`src/hdl/fbpa_pkg.sv`:
```
// Shared types and constants of the fixed block pool allocator.
package fbpa_pkg;

	// Pool geometry.
	localparam int NUM_BLOCKS = 32;
	localparam int IDX_W      = $clog2(NUM_BLOCKS);
	localparam int CNT_W      = $clog2(NUM_BLOCKS + 1);

	// Field and register widths.
	localparam int ADDR_W  = 32;
	localparam int BSIZE_W = 16;
	localparam int WIDE_W  = ADDR_W + 1;
	localparam int PROD_W  = IDX_W + BSIZE_W;
	localparam int STAT_W  = 3;
	localparam int CFG_IDX_W = 1;

	// Configuration register indexes.
	localparam logic [CFG_IDX_W-1:0] REG_POOL_BASE   = 1'd0;
	localparam logic [CFG_IDX_W-1:0] REG_BLOCK_BYTES = 1'd1;

	// Request kinds.
	localparam logic KIND_ALLOC   = 1'b0;
	localparam logic KIND_RELEASE = 1'b1;

	// Result status codes.
	localparam logic [STAT_W-1:0] ST_GRANTED   = 3'd0;
	localparam logic [STAT_W-1:0] ST_EXHAUSTED = 3'd1;
	localparam logic [STAT_W-1:0] ST_RELEASED  = 3'd2;
	localparam logic [STAT_W-1:0] ST_OUTSIDE   = 3'd3;
	localparam logic [STAT_W-1:0] ST_NOT_FOUND = 3'd4;

	// Access request to the order list memory.
	typedef struct packed {
		logic             we;
		logic [IDX_W-1:0] waddr;
		logic [IDX_W-1:0] wdata;
		logic             re;
		logic [IDX_W-1:0] raddr;
	} ram_req_t;

endpackage

```
`src/hdl/fbpa_list_ram.sv`:
```
// Order list memory: one write and one registered read per cycle.
module fbpa_list_ram (
	input  logic                     clk,
	input  logic                     arst_n,
	input  fbpa_pkg::ram_req_t       req,
	output logic [fbpa_pkg::IDX_W-1:0] rdata
);
	import fbpa_pkg::*;

	logic [IDX_W-1:0]      mem [NUM_BLOCKS];
	logic [NUM_BLOCKS-1:0] written_q;

	// Entry storage, no reset.
	always_ff @(posedge clk) begin
		if (req.we) begin
			mem[req.waddr] <= req.wdata;
		end
	end

	// Per-entry written flags; an unwritten entry holds its own index.
	always_ff @(posedge clk or negedge arst_n) begin
		if (!arst_n) begin
			written_q <= '0;
		end else if (req.we) begin
			written_q[req.waddr] <= 1'b1;
		end
	end

	// Registered read port.
	always_ff @(posedge clk) begin
		if (req.re) begin
			rdata <= written_q[req.raddr] ? mem[req.raddr] : req.raddr;
		end
	end

endmodule

```
`src/hdl/fixed_block_pool_allocator.sv`:
```
// Fixed block pool allocator: control, list scan pipeline and result register.
// Flow: a request word is held, then checked; pool exhausted, outside pool or release from an empty
// pool go straight to the result register, an allocate reads one list entry through the scan pipeline,
// any other release reads the used part one entry per cycle, then parks the freed index if found.
// Throughput: one request at a time; the next word is taken no earlier than the edge that can take the result word.
// Reset clears the count and the list reads as block i at entry i at once.
module fixed_block_pool_allocator (
	input  logic                          clk,
	input  logic                          arst_n,
	input  logic                          in_valid,
	output logic                          in_ready,
	input  logic                          kind,
	input  logic [fbpa_pkg::ADDR_W-1:0]   address,
	output logic                          out_valid,
	input  logic                          out_ready,
	output logic [fbpa_pkg::STAT_W-1:0]   status,
	output logic [fbpa_pkg::ADDR_W-1:0]   granted_address,
	input  logic                          cfg_we,
	input  logic [fbpa_pkg::CFG_IDX_W-1:0] cfg_index,
	input  logic [fbpa_pkg::ADDR_W-1:0]   cfg_data
);
	import fbpa_pkg::*;

	localparam logic [CNT_W-1:0] FULL_CNT = CNT_W'(NUM_BLOCKS);
	localparam logic [IDX_W-1:0] LAST_IDX = IDX_W'(NUM_BLOCKS - 1);

	typedef enum logic [2:0] {
		S_IDLE,
		S_CHECK,
		S_SCAN,
		S_TAIL,
		S_REPLY
	} state_t;

	state_t state_q;

	logic [ADDR_W-1:0]  pool_base_q;
	logic [BSIZE_W-1:0] block_bytes_q;
	logic [CNT_W-1:0]   count_q;

	logic               kind_q;
	logic [ADDR_W-1:0]  addr_q;
	logic [PROD_W-1:0]  last_off_q;
	logic [CNT_W-1:0]   rd_idx_q;
	logic [CNT_W-1:0]   end_q;
	logic [CNT_W-1:0]   end_m1_q;
	logic               found_q;
	logic [IDX_W-1:0]   freed_q;
	logic [STAT_W-1:0]  res_status_q;
	logic [ADDR_W-1:0]  res_addr_q;

	logic               v_s1;
	logic [CNT_W-1:0]   idx_s1;
	logic               v_s2;
	logic [CNT_W-1:0]   idx_s2;
	logic [IDX_W-1:0]   data_s2;
	logic [PROD_W-1:0]  prod_s2;

	ram_req_t           ram_req;
	logic [IDX_W-1:0]   ram_rdata;

	logic [WIDE_W-1:0]  entry_addr;
	logic [WIDE_W-1:0]  last_addr;
	logic               outside;
	logic               match;

	fbpa_list_ram u_list_ram (
		.clk    (clk),
		.arst_n (arst_n),
		.req    (ram_req),
		.rdata  (ram_rdata)
	);

	assign in_ready = (state_q == S_IDLE);

	// Address arithmetic, one bit wider than the bus so it cannot wrap.
	assign entry_addr = WIDE_W'(pool_base_q) + WIDE_W'(prod_s2);
	assign last_addr  = WIDE_W'(pool_base_q) + WIDE_W'(last_off_q);
	assign outside    = (addr_q < pool_base_q) || (WIDE_W'(addr_q) > last_addr);
	assign match      = !found_q && (entry_addr == WIDE_W'(addr_q));

	// Memory accesses: sequential reads of the scan range, shift-down writes
	// behind the match point, and the parked freed index at the end.
	always_comb begin
		ram_req.re    = (state_q == S_SCAN) && (rd_idx_q != end_q);
		ram_req.raddr = rd_idx_q[IDX_W-1:0];
		if (state_q == S_TAIL) begin
			ram_req.we    = found_q;
			ram_req.waddr = IDX_W'(count_q - CNT_W'(1));
			ram_req.wdata = freed_q;
		end else begin
			ram_req.we    = (state_q == S_SCAN) && v_s2 && found_q && (kind_q == KIND_RELEASE);
			ram_req.waddr = IDX_W'(idx_s2 - CNT_W'(1));
			ram_req.wdata = data_s2;
		end
	end

	// Configuration registers.
	always_ff @(posedge clk or negedge arst_n) begin
		if (!arst_n) begin
			pool_base_q   <= '0;
			block_bytes_q <= BSIZE_W'(64);
		end else if (cfg_we) begin
			case (cfg_index)
				REG_POOL_BASE:   pool_base_q   <= cfg_data;
				REG_BLOCK_BYTES: block_bytes_q <= cfg_data[BSIZE_W-1:0];
				default: ;
			endcase
		end
	end

	// Scan pipeline: read data, then the block offset product.
	always_ff @(posedge clk or negedge arst_n) begin
		if (!arst_n) begin
			v_s1 <= 1'b0;
			v_s2 <= 1'b0;
		end else begin
			v_s1 <= ram_req.re;
			v_s2 <= v_s1;
		end
	end

	always_ff @(posedge clk) begin
		idx_s1  <= rd_idx_q;
		idx_s2  <= idx_s1;
		data_s2 <= ram_rdata;
		prod_s2 <= PROD_W'(ram_rdata) * PROD_W'(block_bytes_q);
	end

	// Request payload and scan bookkeeping.
	always_ff @(posedge clk) begin
		if (state_q == S_IDLE && in_valid) begin
			kind_q     <= kind;
			addr_q     <= address;
			last_off_q <= PROD_W'(LAST_IDX) * PROD_W'(block_bytes_q);
		end
		if (state_q == S_SCAN && v_s2 && match) begin
			freed_q <= data_s2;
		end
	end

	// Control sequencer and result register.
	always_ff @(posedge clk or negedge arst_n) begin
		if (!arst_n) begin
			state_q         <= S_IDLE;
			count_q         <= '0;
			rd_idx_q        <= '0;
			end_q           <= '0;
			end_m1_q        <= '0;
			found_q         <= 1'b0;
			res_status_q    <= ST_GRANTED;
			res_addr_q      <= '0;
			out_valid       <= 1'b0;
			status          <= ST_GRANTED;
			granted_address <= '0;
		end else begin
			// The result word register loads a finished request or empties once taken.
			if (state_q == S_REPLY && (!out_valid || out_ready)) begin
				out_valid       <= 1'b1;
				status          <= res_status_q;
				granted_address <= res_addr_q;
			end else if (out_valid && out_ready) begin
				out_valid <= 1'b0;
			end
			case (state_q)
				S_IDLE: begin
					if (in_valid) begin
						state_q <= S_CHECK;
					end
				end
				S_CHECK: begin
					found_q    <= 1'b0;
					res_addr_q <= '0;
					if (kind_q == KIND_ALLOC) begin
						if (count_q == FULL_CNT) begin
							res_status_q <= ST_EXHAUSTED;
							state_q      <= S_REPLY;
						end else begin
							rd_idx_q <= count_q;
							end_q    <= count_q + CNT_W'(1);
							end_m1_q <= count_q;
							state_q  <= S_SCAN;
						end
					end else if (outside) begin
						res_status_q <= ST_OUTSIDE;
						state_q      <= S_REPLY;
					end else if (count_q == '0) begin
						res_status_q <= ST_NOT_FOUND;
						state_q      <= S_REPLY;
					end else begin
						rd_idx_q <= '0;
						end_q    <= count_q;
						end_m1_q <= count_q - CNT_W'(1);
						state_q  <= S_SCAN;
					end
				end
				S_SCAN: begin
					if (ram_req.re) begin
						rd_idx_q <= rd_idx_q + CNT_W'(1);
					end
					if (v_s2) begin
						if (kind_q == KIND_ALLOC) begin
							res_status_q <= ST_GRANTED;
							res_addr_q   <= entry_addr[ADDR_W-1:0];
							count_q      <= count_q + CNT_W'(1);
							state_q      <= S_REPLY;
						end else begin
							if (match) begin
								found_q <= 1'b1;
							end
							if (idx_s2 == end_m1_q) begin
								state_q <= S_TAIL;
							end
						end
					end
				end
				S_TAIL: begin
					if (found_q) begin
						count_q      <= count_q - CNT_W'(1);
						res_status_q <= ST_RELEASED;
					end else begin
						res_status_q <= ST_NOT_FOUND;
					end
					state_q <= S_REPLY;
				end
				S_REPLY: begin
					if (!out_valid || out_ready) begin
						state_q <= S_IDLE;
					end
				end
				default: state_q <= S_IDLE;
			endcase
		end
	end

	// The count of blocks in use never exceeds the pool.
	a_count_range: assert property (@(posedge clk) disable iff (!arst_n)
		count_q <= FULL_CNT)
		else $error("used block count beyond pool size");

	// The list is only written while a release scan or its tail runs.
	a_write_window: assert property (@(posedge clk) disable iff (!arst_n)
		ram_req.we |-> ((state_q == S_SCAN && kind_q == KIND_RELEASE) || state_q == S_TAIL))
		else $error("order list written outside a release");

	// The count moves only when a result is about to be formed.
	a_count_change: assert property (@(posedge clk) disable iff (!arst_n)
		!$stable(count_q) |-> (state_q == S_REPLY))
		else $error("used count changed without a result");

	// Only a grant carries a nonzero address.
	a_addr_zero: assert property (@(posedge clk) disable iff (!arst_n)
		(out_valid && status != ST_GRANTED) |-> (granted_address == '0))
		else $error("address on a non-grant result word");

	// Shift writes stay behind the read pointer, so no read sees a stale entry.
	a_write_behind: assert property (@(posedge clk) disable iff (!arst_n)
		(ram_req.we && state_q == S_SCAN) |-> (CNT_W'(ram_req.waddr) < rd_idx_q))
		else $error("shift write overtook the scan read pointer");

endmodule
```
`config.mk`:
```
export PLATFORM = sky130hd
export DESIGN_NAME = fixed_block_pool_allocator
export DESIGN_NICKNAME = d
export VERILOG_FILES = /design/src/hdl/fbpa_pkg.sv /design/src/hdl/fbpa_list_ram.sv /design/src/hdl/fixed_block_pool_allocator.sv
export SDC_FILE = /design/constraint.sdc
export NUM_CORES = 1
export LEC_CHECK = 0
export BUFFER_PORTS_ARGS = -buffer_cell sky130_fd_sc_hd__buf_2
export CAP_MARGIN = 20
export CORE_MARGIN = 5
export CORE_UTILIZATION = 58
export CTS_BUF_LIST = sky130_fd_sc_hd__clkbuf_16
export CTS_CLUSTER_DIAMETER = 200
export DETAILED_ROUTE_END_ITERATION = 16
export GPL_TIMING_DRIVEN = 0
export PLACE_DENSITY = 0.73
export SYNTH_ARGS = -nofsm -noshare
export SYNTH_HDL_FRONTEND = slang
export SYNTH_SLANG_ARGS = --single-unit
```
`constraint.sdc`:
```
create_clock -name clk -period 7.2 [get_ports clk]
set_input_delay 0.72 -clock clk [delete_from_list [all_inputs] [get_ports clk]]
set_output_delay 0.72 -clock clk [all_outputs]
set_load 0.01 [all_outputs]
```
Word level (Yosys, flattened, before mapping)
Memories as Yosys holds them, arrays and structs flattened.
Cells that the tools add are included.
- RAM bits: 160
- ROM bits: 0
- bits in latches: 0
- memories: 1
- logic and storage cells: 147
- bits in registers: 283
- memories (memory ; words ; width ; rd ports ; clocked after Yosys merged registers in ; write ports ; RTL line ; RTL):
    u_list_ram.mem ; 32 ; 5 ; 1 ; 0 ; 1 ; fbpa_list_ram.sv:10 ; logic [IDX_W-1:0] mem [NUM_BLOCKS];
- div/mod/pow operators: 0
- multiply operators: 2
- equality and inequality tests: 25
- bitwise operators: 2
- multiplexer cells: 52
- magnitude comparators: 5
- add/subtract/negate cells: 6
- reductions and logical operators: 29
- shift operators: 0
- operators by type and width (operator ; number):
    $mux W6 ; 15
    $add A32 B21 Y33 ; 2
    $mux W32 ; 2
    $pmux W32 S2 ; 1
    $mux W3 ; 16
    $eq A33 B32 Y1 ; 1
    $gt A32 B33 Y1 ; 1
    $lt A32 B32 Y1 ; 1
    $or A32 B32 Y32 ; 1
    $pmux W6 S2 ; 2
    $mul A5 B16 Y21 ; 1
    $mul A5 B16 Y21 const A ; 1
    $ne A2 B2 Y1 const B ; 10
    $reduce_and A4 Y1 ; 4
    $pmux W3 S5 ; 1
    $add A6 B1 Y6 const B ; 2
    $lt A5 B6 Y1 const B ; 2
    $ne A3 B3 Y1 const B ; 4
    $mux W11 ; 1
    $logic_and A1 B1 Y1 ; 10
    $reduce_and A5 Y1 ; 2
    $mux W1 ; 9
    $pmux W3 S3 ; 1
    $eq A3 B2 Y1 const B ; 2
    24 further kinds ; 29

Depth between registers and ports, before layout
- depth in word-level cells: 10
- mapped depth: 23

By module
From an unflattened synthesis, not the netlist that was laid out.
- cell total of the unflattened synthesis: 2412
- area total of the unflattened synthesis: 26967.1 um^2
- by module, submodules not included (module ; cells an instance ; times used ; area each (um^2) ; sequential area each (um^2)):
    fixed_block_pool_allocator ; 1940 ; 1 ; 18874.4 ; 6262.3
    fbpa_list_ram ; 472 ; 1 ; 8092.8 ; 5755.5

Least setup slack after synthesis
OpenSTA, ideal clock, no wires.
- path type: flip-flop to flip-flop
- from: register pool_base_q[1]
- to: register res_status_q[2]
- setup time: 128 ps
- path slack: 2043 ps
- stages on the path, launching flop included: 23
- arrival: 5030 ps
- period minus slack after synthesis: 5157 ps
- path through: dfrtp_1 > ha_1 > a21o_1 > a21oi_1 > o21bai_1 > a21boi_0 > o31ai_1 > a211oi_1 > o21a_1 > o21ai_1 > nand3_1 > xnor2_1 > ha_1 > nand4_1 > nor4_1 > nand2_1 > or3_1 > or3_1 > o21ai_0 > o22ai_1 > a211oi_2 > nor3_1 > mux2_1
- longest elaborated chain between the ends: 6
- elaborated cells between the ends (all ways): 9
- classes of those cells: add/sub: 1; order compare: 2; eq/ne: 1; mux: 3; reduce/logical: 2
- ends and longest elaborated chain (item ; RTL line ; RTL):
    start, declared ; fixed_block_pool_allocator.sv:37 ; logic [ADDR_W-1:0] pool_base_q;
    start signal, assigned ; fixed_block_pool_allocator.sv:105 ; REG_POOL_BASE: pool_base_q <= cfg_data;
    $add A32 B21 Y33 ; fixed_block_pool_allocator.sv:78 ; assign last_addr = WIDE_W'(pool_base_q) + WIDE_W'(last_off_q);
    $gt A32 B33 Y1 ; fixed_block_pool_allocator.sv:79 ; assign outside = (addr_q < pool_base_q) || (WIDE_W'(addr_q) > last_addr);
    $logic_or A1 B1 Y1 * ; fixed_block_pool_allocator.sv:79 ;
    $mux W3 ; fixed_block_pool_allocator.sv:184 ; end else if (outside) begin
    $mux W3 ; fixed_block_pool_allocator.sv:174 ; if (kind_q == KIND_ALLOC) begin
    $pmux W3 S3 ; fixed_block_pool_allocator.sv:165 ; case (state_q)
    end signal, assigned ; fixed_block_pool_allocator.sv:176 ; res_status_q <= ST_EXHAUSTED;
    end signal, assigned ; fixed_block_pool_allocator.sv:185 ; res_status_q <= ST_OUTSIDE;
    end signal, assigned ; fixed_block_pool_allocator.sv:188 ; res_status_q <= ST_NOT_FOUND;
    end, declared ; fixed_block_pool_allocator.sv:49 ; logic [STAT_W-1:0] res_status_q;
Mark *: on every way between the ends. The rest lies on a longest branch, timed or not.
A chain may end at the register's enable or synchronous reset.

Worst setup path in the final report
- from: register pool_base_q[1]
- to: register end_m1_q[2]
- longest elaborated chain between the ends: 5
- elaborated cells between the ends (all ways): 6
- classes of those cells: add/sub: 1; order compare: 2; eq/ne: 1; reduce/logical: 2
- ends and longest elaborated chain (item ; RTL line ; RTL):
    $add A32 B21 Y33 ; fixed_block_pool_allocator.sv:78 ;
    $gt A32 B33 Y1 ; fixed_block_pool_allocator.sv:79 ;
    $logic_or A1 B1 Y1 * ; fixed_block_pool_allocator.sv:79 ;
    $ne A2 B2 Y1 (no line) * ; - ;
    $reduce_and A4 Y1 (no line) * ; - ;
    end signal, assigned ; fixed_block_pool_allocator.sv:181 ; end_m1_q <= count_q;
    end signal, assigned ; fixed_block_pool_allocator.sv:193 ; end_m1_q <= count_q - CNT_W'(1);
    end, declared ; fixed_block_pool_allocator.sv:46 ; logic [CNT_W-1:0] end_m1_q;
Marks and branches as above.

==> run_results.csv <==
group,metric,value,unit
drt,detail-route-antenna-nets,0,
synth,syn_nets,2542,
job,cap_violations,0,
timing,setup_viol,0,
worst_setup_path,path_class,"flop to flop",
finish,syn2layout_area_growth,11.2,%
cts,cts_tree,"done",
drt,avgRoutedWirePerCell,22.6,um
floorplanning,die_w,221,um
power,total_leakage_power,12.0,nW
synth,postSynthCellCount,2219,
finish,drive_gt1_share,15.8,%
drt,drt_wl_total,68000,um
timing,grt_setup_unrepaired,"no",
timing,skew,44.2,ps
power,ir_worst_vdd,0.000270,V
synth,ys_ff_latch,443,
drt,drtIter0Drc,1956,
timing,hold_violations,0,
cts,cts.clk_slew.worst_paths,60,ps
floorplanning,num_rows,77,
timing,slew_headroom,22.7,%
global_routing,grt_max_degree,118,
placement,gp_congestion,0.964,
floorplanning,io-pin-count,108,
synth,synth-seq-area-share,46.5,%
worst_setup_path,end_kind,"flop",
power,power_density,436,nW/um2
synth,yosysMostFrequentCell,"edfxtp_1",
worst_setup_path,crit_arrival,7370,ps
synth,ys.warnings.count,0,
timing,fin_ws,341,ps
finish,final_cells,3009,
worst_setup_path,crit_fanout,10,
worst_setup_path,startpoint_type,"flop",
timing,fin_crit_sh,95.3,%
synth,yosys-top-cells-area,"edfxtp_1 (26%), dfrtp_1 (17%), ha_1 (8.1%), fa_1 (6.6%), mux4_2 (5.1%)",
timing,finalMaxSlewViolations,0,
floorplanning,start_util,58.6,%
global_routing,grt_pass1_wl,107000,um
floorplanning,core,44100,um2
placement,dp.cells,2922,
drt,post-route-drc-count,0,
synth,synth_edf_count,224,
synth,netlist_top_cells_count,"edfxtp_1 (224), nand2_1 (211), dfrtp_1 (180)",
synth,synth_cell_types,92,
synth,synthFlopType,"edfxtp_1",
finish,multiInputGateArea,13200,um2
cts,clock-root-buffer,"clkbuf_16",
cts,clk_latency,600,ps
synth,async_reset_ff_share,40.9,%
global_routing,grt-ovfl-total,0,
cts,htreeDepth,2,
drt,first_pass_iters,5,
timing,max_freq,0.146,GHz
synth,syn_area,25900,um2
cts,cts.sinks,443,
global_routing,grt_usage,27.6,%
placement,dp_slack,198,ps
floorplanning,die_h,221,um
worst_setup_path,crit_start,"pool_base_q[1]$_DFFE_PN0P_",
finish,final_util,65.2,%
cts,clock_path_buffers,3,
floorplanning,dieArea,48900,um2
timing,tightest_slew,1130,ps
worst_setup_path,r2r-start,"pool_base_q[1]$_DFFE_PN0P_",
global_routing,antenna_found_initial,0,
outcome,outcome,"completed",
finish,fill_cells,3404,
worst_setup_path,endpoint,"end_m1_q[2]$_DFFE_PN0P_",
placement,post-dp-hpwl,51400,um
worst_setup_path,r2r-end,"end_m1_q[2]$_DFFE_PN0P_",
placement,placed_area,27200,um2
finish,fin_nets,2702,
synth,syn_area_per_cell,11.7,um2
placement,numPortBuffers,107,
worst_setup_path,required,7710,ps
finish,regArea,12000,um2
timing,period_needed,6860,ps
drt,vias,18597,
finish,fin_area,28800,um2
drt,viasPerCell,6.18,
worst_hold_path,hp-class,"primary input to async pin",
power,total_power,12.5,mW
worst_setup_path,r2r_slack,340,ps
synth,synth_top_area_cell,"edfxtp_1",
timing,timing.hold.ws,109,ps
worst_setup_path,reg2reg_depth,23,
synth,yosysTopAreaCellShare,26.0,%
cts,cts-buffers-inserted,46,
timing,finalSetupTns,0,ps
finish,antennaDiodeCount,0,
global_routing,grt_pass1_vias,18662,
cells in the final DEF, fill, tap and decap left out, drive strengths merged, types with 27 or more instances in the layout:
cell / count
inv: 113
or2: 40
edfxtp: 224
and2: 42
xnor2: 92
nand2: 211
dfxtp: 38
mux4: 58
o21ai: 128
mux2: 65
buf: 136
dfrtp: 180
fa: 85
a21o: 32
xor2: 45
ha: 167
a21oi: 98
clkbuf: 100
nand3: 47
nand4: 27
nor2: 147
nor3: 40
final cells by class:
cell class                      instances  area share [%]
Multi-Input combinational cell       1599            45.7
Sequential cell                       443            41.8
Clock buffer                           49            4.26
Tap cell                              592            2.57
Timing Repair Buffer                  112            2.16
Inverter                              102            1.33
Buffer                                 75            1.10
Clock inverter                         37            1.07
report_power, final:
part | leakage [nW] | internal (mW) | switching [mW]
combinational | 6.50 | 2.69 | 3.86
clock | 0.766 | 1.36 | 1.03
sequential | 4.76 | 3.24 | 0.368
total | 12.0 | 7.28 | 5.26
critical path, cell delays in order (launching register included):
cell,delay (ps)
dfrtp_1,490
ha_1,330
a21o_1,100
a21oi_1,90
o21bai_1,200
a21boi_0,180
o31ai_2,530
a211oi_1,170
o21a_1,230
o21ai_1,510
nand3_1,190
xnor2_1,170
ha_1,300
nand4_1,140
nor4_1,490
nand2_1,210
or3_1,450
or3_1,460
o21ai_0,150
o22ai_1,290
a211oi_4,540
clkbuf_1,360
nor2_1,80
a21oi_1,140
registers in the layout, indices dropped and copies added, names as in the netlist, 16 cells and up:
register	cells
u_list_ram.mem	160
last_off_q	21
block_bytes_q	16
res_addr_q	32
pool_base_q	32
prod_s2	21
u_list_ram.written_q	32
granted_address	32
addr_q	32
what timing repair did:
action / in CTS / in global routing
endpoints found under the setup margin: 0 / 17
buffers inserted: 0 / 0
hold buffers: 0 / 0
gates resized for setup: 0 / 2
worst min path at each step:
stage	start	end	slack, ps	cells after the start
after floorplan	idx_s1[0]$_DFF_P_	idx_s2[0]$_DFF_P_	310	0
after global placement	idx_s1[2]$_DFF_P_	idx_s2[2]$_DFF_P_	310	0
after detailed placement	idx_s1[1]$_DFF_P_	idx_s2[1]$_DFF_P_	310	0
after CTS	arst_n	pool_base_q[15]$_DFFE_PN0P_	100	1
after global routing	arst_n	granted_address[31]$_DFFE_PN0P_	140	1
final	arst_n	granted_address[6]$_DFFE_PN0P_	110	1
metal layers:
layer | global-route usage, % | up-vias | routed length (um)
met4 | 8.20 | 0 | 2120
li1 | - | 8392 | -
met1 | 37.8 | 9389 | 27600
met2 | 46.9 | 693 | 34000
met5 | 0 | - | 0
met3 | 3.53 | 123 | 4300
logic make-up (layout without fill, tap and decap cells):
logic type               count (synthesis)  in the layout  share of synthesized area [%]
AO/OA/AOI/OAI                          424            424                           10.7
XOR/XNOR                               141            141                           4.99
adder cells (fa/ha/maj)                252            252                           14.7
buffers and inverters                  177            375                           2.71
flip-flops                             443            443                           46.5
multiplexers                           138            138                           8.46
AND/OR/NAND/NOR                        644            644                           12.0
(Power assumes the default switching activity.)
